<file path="config.mk">
export PLATFORM = sky130hd
export DESIGN_NAME = deadline_job_sequencer
export DESIGN_NICKNAME = d
export VERILOG_FILES = /design/src/djs_pkg.sv /design/src/deadline_job_sequencer.sv /design/src/djs_job_mem.sv /design/src/djs_slot_mem.sv
export SDC_FILE = /design/constraint.sdc
export NUM_CORES = 2
export LEC_CHECK = 0
export ABC_AREA = 1
export BUFFER_PORTS_ARGS = -buffer_cell sky130_fd_sc_hd__buf_2
export CAP_MARGIN = 20
export CORE_MARGIN = 8
export CORE_UTILIZATION = 51
export CTS_BUF_LIST = sky130_fd_sc_hd__clkbuf_4 sky130_fd_sc_hd__clkbuf_8
export CTS_CLUSTER_DIAMETER = 60
export DETAILED_ROUTE_END_ITERATION = 10
export PLACE_DENSITY = 0.66
export REMOVE_ABC_BUFFERS = 1
export SYNTH_ARGS = -nofsm -noshare
export SYNTH_HDL_FRONTEND = slang
export SYNTH_HIERARCHICAL = 1
export SYNTH_SLANG_ARGS = --single-unit
</file>
<file path="constraint.sdc">
create_clock -name clk_i -period 8.7 [get_ports clk_i]
set_input_delay 2.175 -clock clk_i [delete_from_list [all_inputs] [get_ports clk_i]]
set_output_delay 2.175 -clock clk_i [all_outputs]
set_load 0.005 [all_outputs]
</file>
<file path="src/djs_pkg.sv">
`timescale 1ns / 1ps
`default_nettype none
package djs_pkg;
  localparam int MaxJobs = 64;
  localparam int MaxSlots = 32;
  localparam int JobW = 6;
  localparam int CntW = 7;
  localparam int SlotW = 6;
  localparam int SlotAw = 5;
  localparam int IdW = 7;
  localparam int ProfW = 16;
  localparam int SumW = 22;
  localparam logic [SumW-1:0] SumLimit = 22'h3FFFFF;

  typedef enum logic [2:0] {
    ST_LOAD, ST_SHIFT, ST_RDJOB, ST_SCAN, ST_EMIT, ST_CLEAR
  } state_e;

  typedef struct packed {
    logic [ProfW-1:0] profit;
    logic [SlotW-1:0] deadline;
    logic [IdW-1:0]   id;
  } job_t;
endpackage
`default_nettype wire

</file>
<file path="src/deadline_job_sequencer.sv">
`timescale 1ns / 1ps
`default_nettype none
// deadline_job_sequencer: greedy job sequencing with deadlines
// jobs enter on start_i while busy_o is low, one transaction per job, each
// with profit, deadline (saturated to 32) and last_job. up to 64 jobs are
// kept in a job memory in falling-profit order; extras are dropped and
// flagged in jobs_dropped_o.
// each job is stored by insertion: into an empty memory it is written directly,
// otherwise it walks down the sorted memory one entry per step (read,
// compare, shift) past every stored entry of lower profit.
// on a last job, each stored job in order searches the slot memory from its
// deadline downward, one slot per cycle (read then write the first free
// slot). results follow, one slot per cycle, on valid_o for exactly one
// cycle; the receiver cannot stall. finally all 32 slots of the slot memory
// are cleared. busy_o is high while a job walks down the job memory and
// from the last job until the clear ends.
// reset (rst_ni low) clears control state and then clears the slot memory
// before the first job is accepted.
module deadline_job_sequencer (
  input  wire logic        clk_i,
  input  wire logic        rst_ni,
  input  wire logic        start_i,
  output logic             busy_o,
  input  wire logic [15:0] job_profit_i,
  input  wire logic [7:0]  job_deadline_i,
  input  wire logic        last_job_i,
  output logic             valid_o,
  output logic [5:0]       slot_index_o,
  output logic [6:0]       slot_job_id_o,
  output logic [21:0]      total_profit_o,
  output logic             jobs_dropped_o,
  output logic             last_slot_o
);
  djs_pkg::state_e state_q, state_d;
  logic [djs_pkg::CntW-1:0] cnt_q, cnt_d;
  logic [djs_pkg::SlotW-1:0] maxd_q, maxd_d;
  logic [djs_pkg::SumW-1:0] sum_q, sum_d;
  logic ovf_q, ovf_d, last_q, last_d, rdv_q, rdv_d;
  logic [djs_pkg::CntW-1:0] pos_q, pos_d;
  logic [djs_pkg::SlotW-1:0] slot_q, slot_d;
  djs_pkg::job_t new_q, new_d, cur_q, cur_d;

  logic jwe, swe;
  logic [djs_pkg::JobW-1:0] jwa, jra;
  djs_pkg::job_t jwd, jrd;
  logic [djs_pkg::SlotAw-1:0] swa, sra;
  logic [djs_pkg::IdW-1:0] swd, srd;
  logic [djs_pkg::SlotW-1:0] dsat;
  logic [djs_pkg::SumW:0] sum_add;

  djs_job_mem u_job (.clk_i, .we_i(jwe), .waddr_i(jwa), .wdata_i(jwd),
                     .raddr_i(jra), .rdata_o(jrd));
  djs_slot_mem u_slot (.clk_i, .we_i(swe), .waddr_i(swa), .wdata_i(swd),
                       .raddr_i(sra), .rdata_o(srd));

  assign dsat = (job_deadline_i > 8'd32) ? 6'd32 : job_deadline_i[5:0];
  assign sum_add = {1'b0, sum_q} + {7'd0, cur_q.profit};
  assign busy_o = (state_q != djs_pkg::ST_LOAD);

  always_ff @(posedge clk_i or negedge rst_ni) begin
    if (!rst_ni) begin
      state_q <= djs_pkg::ST_CLEAR;
      cnt_q <= '0; maxd_q <= '0; sum_q <= '0; ovf_q <= 1'b0;
      last_q <= 1'b0; rdv_q <= 1'b0; pos_q <= '0; slot_q <= '0;
    end else begin
      state_q <= state_d;
      cnt_q <= cnt_d; maxd_q <= maxd_d; sum_q <= sum_d; ovf_q <= ovf_d;
      last_q <= last_d; rdv_q <= rdv_d; pos_q <= pos_d; slot_q <= slot_d;
    end
  end

  always_ff @(posedge clk_i) begin
    new_q <= new_d;
    cur_q <= cur_d;
  end

  always_comb begin
    state_d = state_q;
    cnt_d = cnt_q; maxd_d = maxd_q; sum_d = sum_q; ovf_d = ovf_q;
    last_d = last_q; rdv_d = 1'b0; pos_d = pos_q; slot_d = slot_q;
    new_d = new_q; cur_d = cur_q;
    jwe = 1'b0; jwa = pos_q[djs_pkg::JobW-1:0]; jwd = new_q;
    jra = pos_q[djs_pkg::JobW-1:0];
    swe = 1'b0; swa = slot_q[djs_pkg::SlotAw-1:0]; swd = '0;
    sra = slot_q[djs_pkg::SlotAw-1:0];
    valid_o = 1'b0;
    slot_index_o = slot_q;
    slot_job_id_o = srd;
    total_profit_o = sum_q;
    jobs_dropped_o = ovf_q;
    last_slot_o = (slot_q == maxd_q);
    unique case (state_q)
      djs_pkg::ST_LOAD: begin
        if (start_i) begin
          last_d = last_job_i;
          pos_d = cnt_q;
          if (cnt_q < 7'(djs_pkg::MaxJobs)) begin
            new_d.profit = job_profit_i;
            new_d.deadline = dsat;
            new_d.id = cnt_q + 7'd1;
            cnt_d = cnt_q + 7'd1;
            if (dsat > maxd_q) maxd_d = dsat;
            if (cnt_q == '0) begin
              jwe = 1'b1; jwa = '0;
              jwd.profit = job_profit_i; jwd.deadline = dsat;
              jwd.id = 7'd1;
              if (last_job_i) begin
                pos_d = '0; state_d = djs_pkg::ST_RDJOB;
              end
            end else begin
              jra = 6'(cnt_q - 7'd1);
              rdv_d = 1'b1;
              state_d = djs_pkg::ST_SHIFT;
            end
          end else begin
            ovf_d = 1'b1;
            if (last_job_i) begin
              pos_d = '0; state_d = djs_pkg::ST_RDJOB;
            end
          end
        end
      end
      djs_pkg::ST_SHIFT: begin
        // jrd holds entry pos-1
        if (rdv_q) begin
          if (jrd.profit < new_q.profit) begin
            jwe = 1'b1; jwd = jrd;
            pos_d = pos_q - 7'd1;
          end else begin
            jwe = 1'b1;
            if (last_q) begin
              pos_d = '0; state_d = djs_pkg::ST_RDJOB;
            end else state_d = djs_pkg::ST_LOAD;
          end
        end else if (pos_q == '0) begin
          jwe = 1'b1;
          if (last_q) begin
            pos_d = '0; state_d = djs_pkg::ST_RDJOB;
          end else state_d = djs_pkg::ST_LOAD;
        end else begin
          jra = 6'(pos_q - 7'd1);
          rdv_d = 1'b1;
        end
      end
      djs_pkg::ST_RDJOB: begin
        if (rdv_q) begin
          cur_d = jrd;
          slot_d = jrd.deadline;
          sra = 5'(jrd.deadline - 6'd1);
          pos_d = pos_q + 7'd1;
          if (jrd.deadline != '0) state_d = djs_pkg::ST_SCAN;
        end else if (pos_q == cnt_q) begin
          slot_d = 6'd1;
          sra = '0;
          state_d = (maxd_q == '0) ? djs_pkg::ST_CLEAR : djs_pkg::ST_EMIT;
          if (maxd_q == '0) slot_d = '0;
        end else begin
          jra = pos_q[djs_pkg::JobW-1:0];
          rdv_d = 1'b1;
        end
      end
      djs_pkg::ST_SCAN: begin
        // srd holds slot_table[slot-1]
        swa = 5'(slot_q - 6'd1);
        if (srd == '0) begin
          swe = 1'b1; swd = cur_q.id;
          sum_d = sum_add[djs_pkg::SumW] ? djs_pkg::SumLimit
                                         : sum_add[djs_pkg::SumW-1:0];
          state_d = djs_pkg::ST_RDJOB;
        end else if (slot_q == 6'd1) begin
          state_d = djs_pkg::ST_RDJOB;
        end else begin
          slot_d = slot_q - 6'd1;
          sra = 5'(slot_q - 6'd2);
        end
      end
      djs_pkg::ST_EMIT: begin
        valid_o = 1'b1;
        sra = 5'(slot_q);
        if (slot_q == maxd_q) begin
          slot_d = '0; state_d = djs_pkg::ST_CLEAR;
        end else slot_d = slot_q + 6'd1;
      end
      djs_pkg::ST_CLEAR: begin
        swe = 1'b1; swa = slot_q[djs_pkg::SlotAw-1:0]; swd = '0;
        cnt_d = '0; maxd_d = '0; sum_d = '0; ovf_d = 1'b0;
        if (slot_q == 6'(djs_pkg::MaxSlots - 1)) begin
          slot_d = '0; state_d = djs_pkg::ST_LOAD;
        end else slot_d = slot_q + 6'd1;
      end
      default: state_d = djs_pkg::ST_CLEAR;
    endcase
  end
endmodule
`default_nettype wire

</file>
<file path="src/djs_job_mem.sv">
`timescale 1ns / 1ps
`default_nettype none
module djs_job_mem (
  input  wire logic                  clk_i,
  input  wire logic                  we_i,
  input  wire logic [djs_pkg::JobW-1:0] waddr_i,
  input  wire djs_pkg::job_t         wdata_i,
  input  wire logic [djs_pkg::JobW-1:0] raddr_i,
  output djs_pkg::job_t              rdata_o
);
  djs_pkg::job_t mem_q [djs_pkg::MaxJobs];

  always_ff @(posedge clk_i) begin
    if (we_i) mem_q[waddr_i] <= wdata_i;
    rdata_o <= mem_q[raddr_i];
  end
endmodule
`default_nettype wire

</file>
<file path="src/djs_slot_mem.sv">
`timescale 1ns / 1ps
`default_nettype none
module djs_slot_mem (
  input  wire logic                     clk_i,
  input  wire logic                     we_i,
  input  wire logic [djs_pkg::SlotAw-1:0] waddr_i,
  input  wire logic [djs_pkg::IdW-1:0]  wdata_i,
  input  wire logic [djs_pkg::SlotAw-1:0] raddr_i,
  output logic [djs_pkg::IdW-1:0]       rdata_o
);
  logic [djs_pkg::IdW-1:0] mem_q [djs_pkg::MaxSlots];

  always_ff @(posedge clk_i) begin
    if (we_i) mem_q[waddr_i] <= wdata_i;
    rdata_o <= mem_q[raddr_i];
  end
endmodule
`default_nettype wire
</file>
==> impl_metrics.json <==
{
  "vias": 64800,
  "clock_sinks": 2222,
  "post-route-period-util_pct": 64.9,
  "die-area_um2": 197000,
  "crit_path_end_kind": "register",
  "async_flop_share_pct": 2.43,
  "grt_pass1_vias": 62100,
  "mostFrequentLayoutCell": "nand2_1",
  "layout.nets": 8469,
  "synth_ff_type": "edfxtp_1",
  "grt_use_total_pct": 26.5,
  "yosysWarnings": 6,
  "worstSetupPathType": "input pin to register",
  "slew_headroom_pct": 18.7,
  "final_hold_viol_count": 0,
  "placed_area_um2": 96100,
  "place_inst": 10400,
  "cts_hold_buffers": 0,
  "cts_tree": "built",
  "final_max_slew_viol_count": 0,
  "drive_above_1_share_pct": 11.4,
  "synth.distinct_cells": 54,
  "synth-seq-cells": 2222,
  "cts.clk_slew.worst_paths_ps": 60,
  "design_area_um2": 103000,
  "status": "finished, final reports clean",
  "synth_area_per_cell_um2": 11.3,
  "fp.dieW_um": 444,
  "ant_nets": 0,
  "synth.top_cells.by_area": "edfxtp_1 (69%), nand2_1 (12%), nand3_1 (9.8%)",
  "layout_common_cells": "nand2_1 (2922), edfxtp_1 (2132), nand3_1 (1817), clkbuf_8 (404), inv_1 (152)",
  "final_cells": 11100,
  "cts_setup_buffers": 0,
  "antenna_found_initial": 13,
  "wl_per_cell_um": 24.3,
  "setup_viol": 0,
  "clock_latency_ps": 1060,
  "start_util_pct": 51.1,
  "dp_hpwl_mm": 147,
  "synthesis.area_um2": 93300,
  "cts_made_buffers": 377,
  "io_buffers": 66,
  "vias_per_cell": 5.86,
  "worstPathArrival_ps": 6550,
  "rows": 157,
  "wirelength_mm": 268,
  "skew_ps": 76.8,
  "finalSetupTns_ps": 0,
  "cts_root_buffer": "clkbuf_8",
  "core_um2": 182000,
  "synthCells": 8255,
  "postCtsResizedCells": 0,
  "fp.dieH_um": 444,
  "post-synth-top-area-fraction_pct": 68.6,
  "num_io_pins": 67,
  "rsz0062_at_grt": "no",
  "synth_top_cell_by_area": "edfxtp_1",
  "synth_edf_count": 2132,
  "final.min_clock_period_ps": 5650,
  "tightest_slew_ps": 1220,
  "syn_to_final_growth_pct": 10.9,
  "cap_violations": 0,
  "drt_pass1_iterations": 6,
  "gp_congestion": 0.898,
  "h-tree-depth": 5,
  "drc": 0,
  "hold_class": "register to register",
  "cts.path.max_buffers": 4,
  "crit_path_start_kind": "input pin",
  "grt_pass1_wl_mm": 398,
  "max_clock_freq_mhz": 177,
  "worst_ep_required_time_ps": 9610,
  "grt_max_degree": 192,
  "cp_max_fo": 110,
  "synth-seq-area-share_pct": 70.8,
  "grt_overflow": 0,
  "dr.first_iter.drc_count": 7730
}
synth_stat cells (20+ instances only):
| cell | n |
|---|---|
| a21oi_1 | 75 |
| buf_1 | 36 |
| buf_2 | 266 |
| buf_4 | 104 |
| buf_6 | 21 |
| clkbuf_1 | 50 |
| dfrtp_1 | 52 |
| dfxtp_1 | 36 |
| edfxtp_1 | 2132 |
| ha_1 | 50 |
| inv_1 | 154 |
| inv_2 | 20 |
| nand2_1 | 2943 |
| nand3_1 | 1819 |
| nor2_1 | 204 |
| nor3_1 | 34 |
| o21ai_0 | 72 |
| xor2_1 | 32 |
worst paths after layout:
kind | slack (ps) | from | endpoint | depth (start not counted)
max | 3050 | start_i | u_job/rdata_o[6]$_DFF_P_ | 20
min | 420 | u_job/rdata_o[2]$_DFF_P_ | cur_q[2]$_DFFE_PP_ | 0
max reg2reg | 3410 | state_q[0]$_DFFE_PN1P_ | u_job/rdata_o[6]$_DFF_P_ | 20
min reg2reg | 420 | u_job/rdata_o[2]$_DFF_P_ | cur_q[2]$_DFFE_PP_ | 0
max in group asynchronous | 6800 | rst_ni | slot_index_o[1]$_DFFE_PN0P_ | 2
min in group asynchronous | 1310 | rst_ni | total_profit_o[14]$_DFFE_PN0P_ | 2
critical path, cell delays in order:
cell and delay [ps]:
buf_2 130, inv_1 90, nor2_2 190, nand2_2 140, nor2_2 190, nor2_1 80
inv_2 160, nand2_1 90, nand2_1 110, o221ai_4 350, inv_8 770, buf_12 350
buf_4 370, nand3_1 130, nand3_1 100, nand2_1 60, nand2_1 60, nand3_1 280
nand3_1 420, nand2_1 140
cell families after synthesis:
kind of cell / share of synthesized area, %
flip-flops: 70.8
adder cells (fa/ha/maj): 0.692
AO/OA/AOI/OAI: 1.35
AND/OR/NAND/NOR: 23.1
XOR/XNOR: 0.394
buffers and inverters: 3.61
sequential cells by signal (all words and copies together), names as in the netlist:
register        cells
cnt_q               7
pos_q               7
u_job/mem_q      1856
u_slot/mem_q      224
last_q              1
u_slot/rdata_o      7
jobs_dropped_o      1
u_job/rdata_o      29
total_profit_o     22
cur_q              23
maxd_q              6
slot_index_o        6
rdv_q               1
new_q              29
state_q             3
layout make-up:
cell class	count	area, um^2
diodes	10	25.0
clock buffers	537	6560
clock inverters	109	688
fillers	15000	79100
inverters	177	697
multi-input cells	5376	24500
flip-flops and latches	2222	66100
well taps	2385	2980
repair buffers	236	1900
per-stage QoR:
stage          hold WS (ps)  setup slack [ps]  util [%]
3_5_place_dp            427              2110      52.7
5_1_grt                 439              2920      56.7
3_3_place_gp            428              2170      52.7
4_1_cts                 414              3250      56.7
6_report                420              3050      56.7
2_1_floorplan           403           -103290         -
layer usage:
layer | up-vias | share of wire [%] | GRT usage [%]
met5 | - | 0.012 | 0
met4 | 6 | 5.1 | 12.4
met3 | 676 | 9.3 | 5.01
met2 | 3437 | 47 | 42.5
met1 | 31500 | 39 | 35.3
li1 | 29100 | - | -
Power is not shown: default switching activity piles up to over one toggle a cycle in this logic, so the estimate is an artifact.
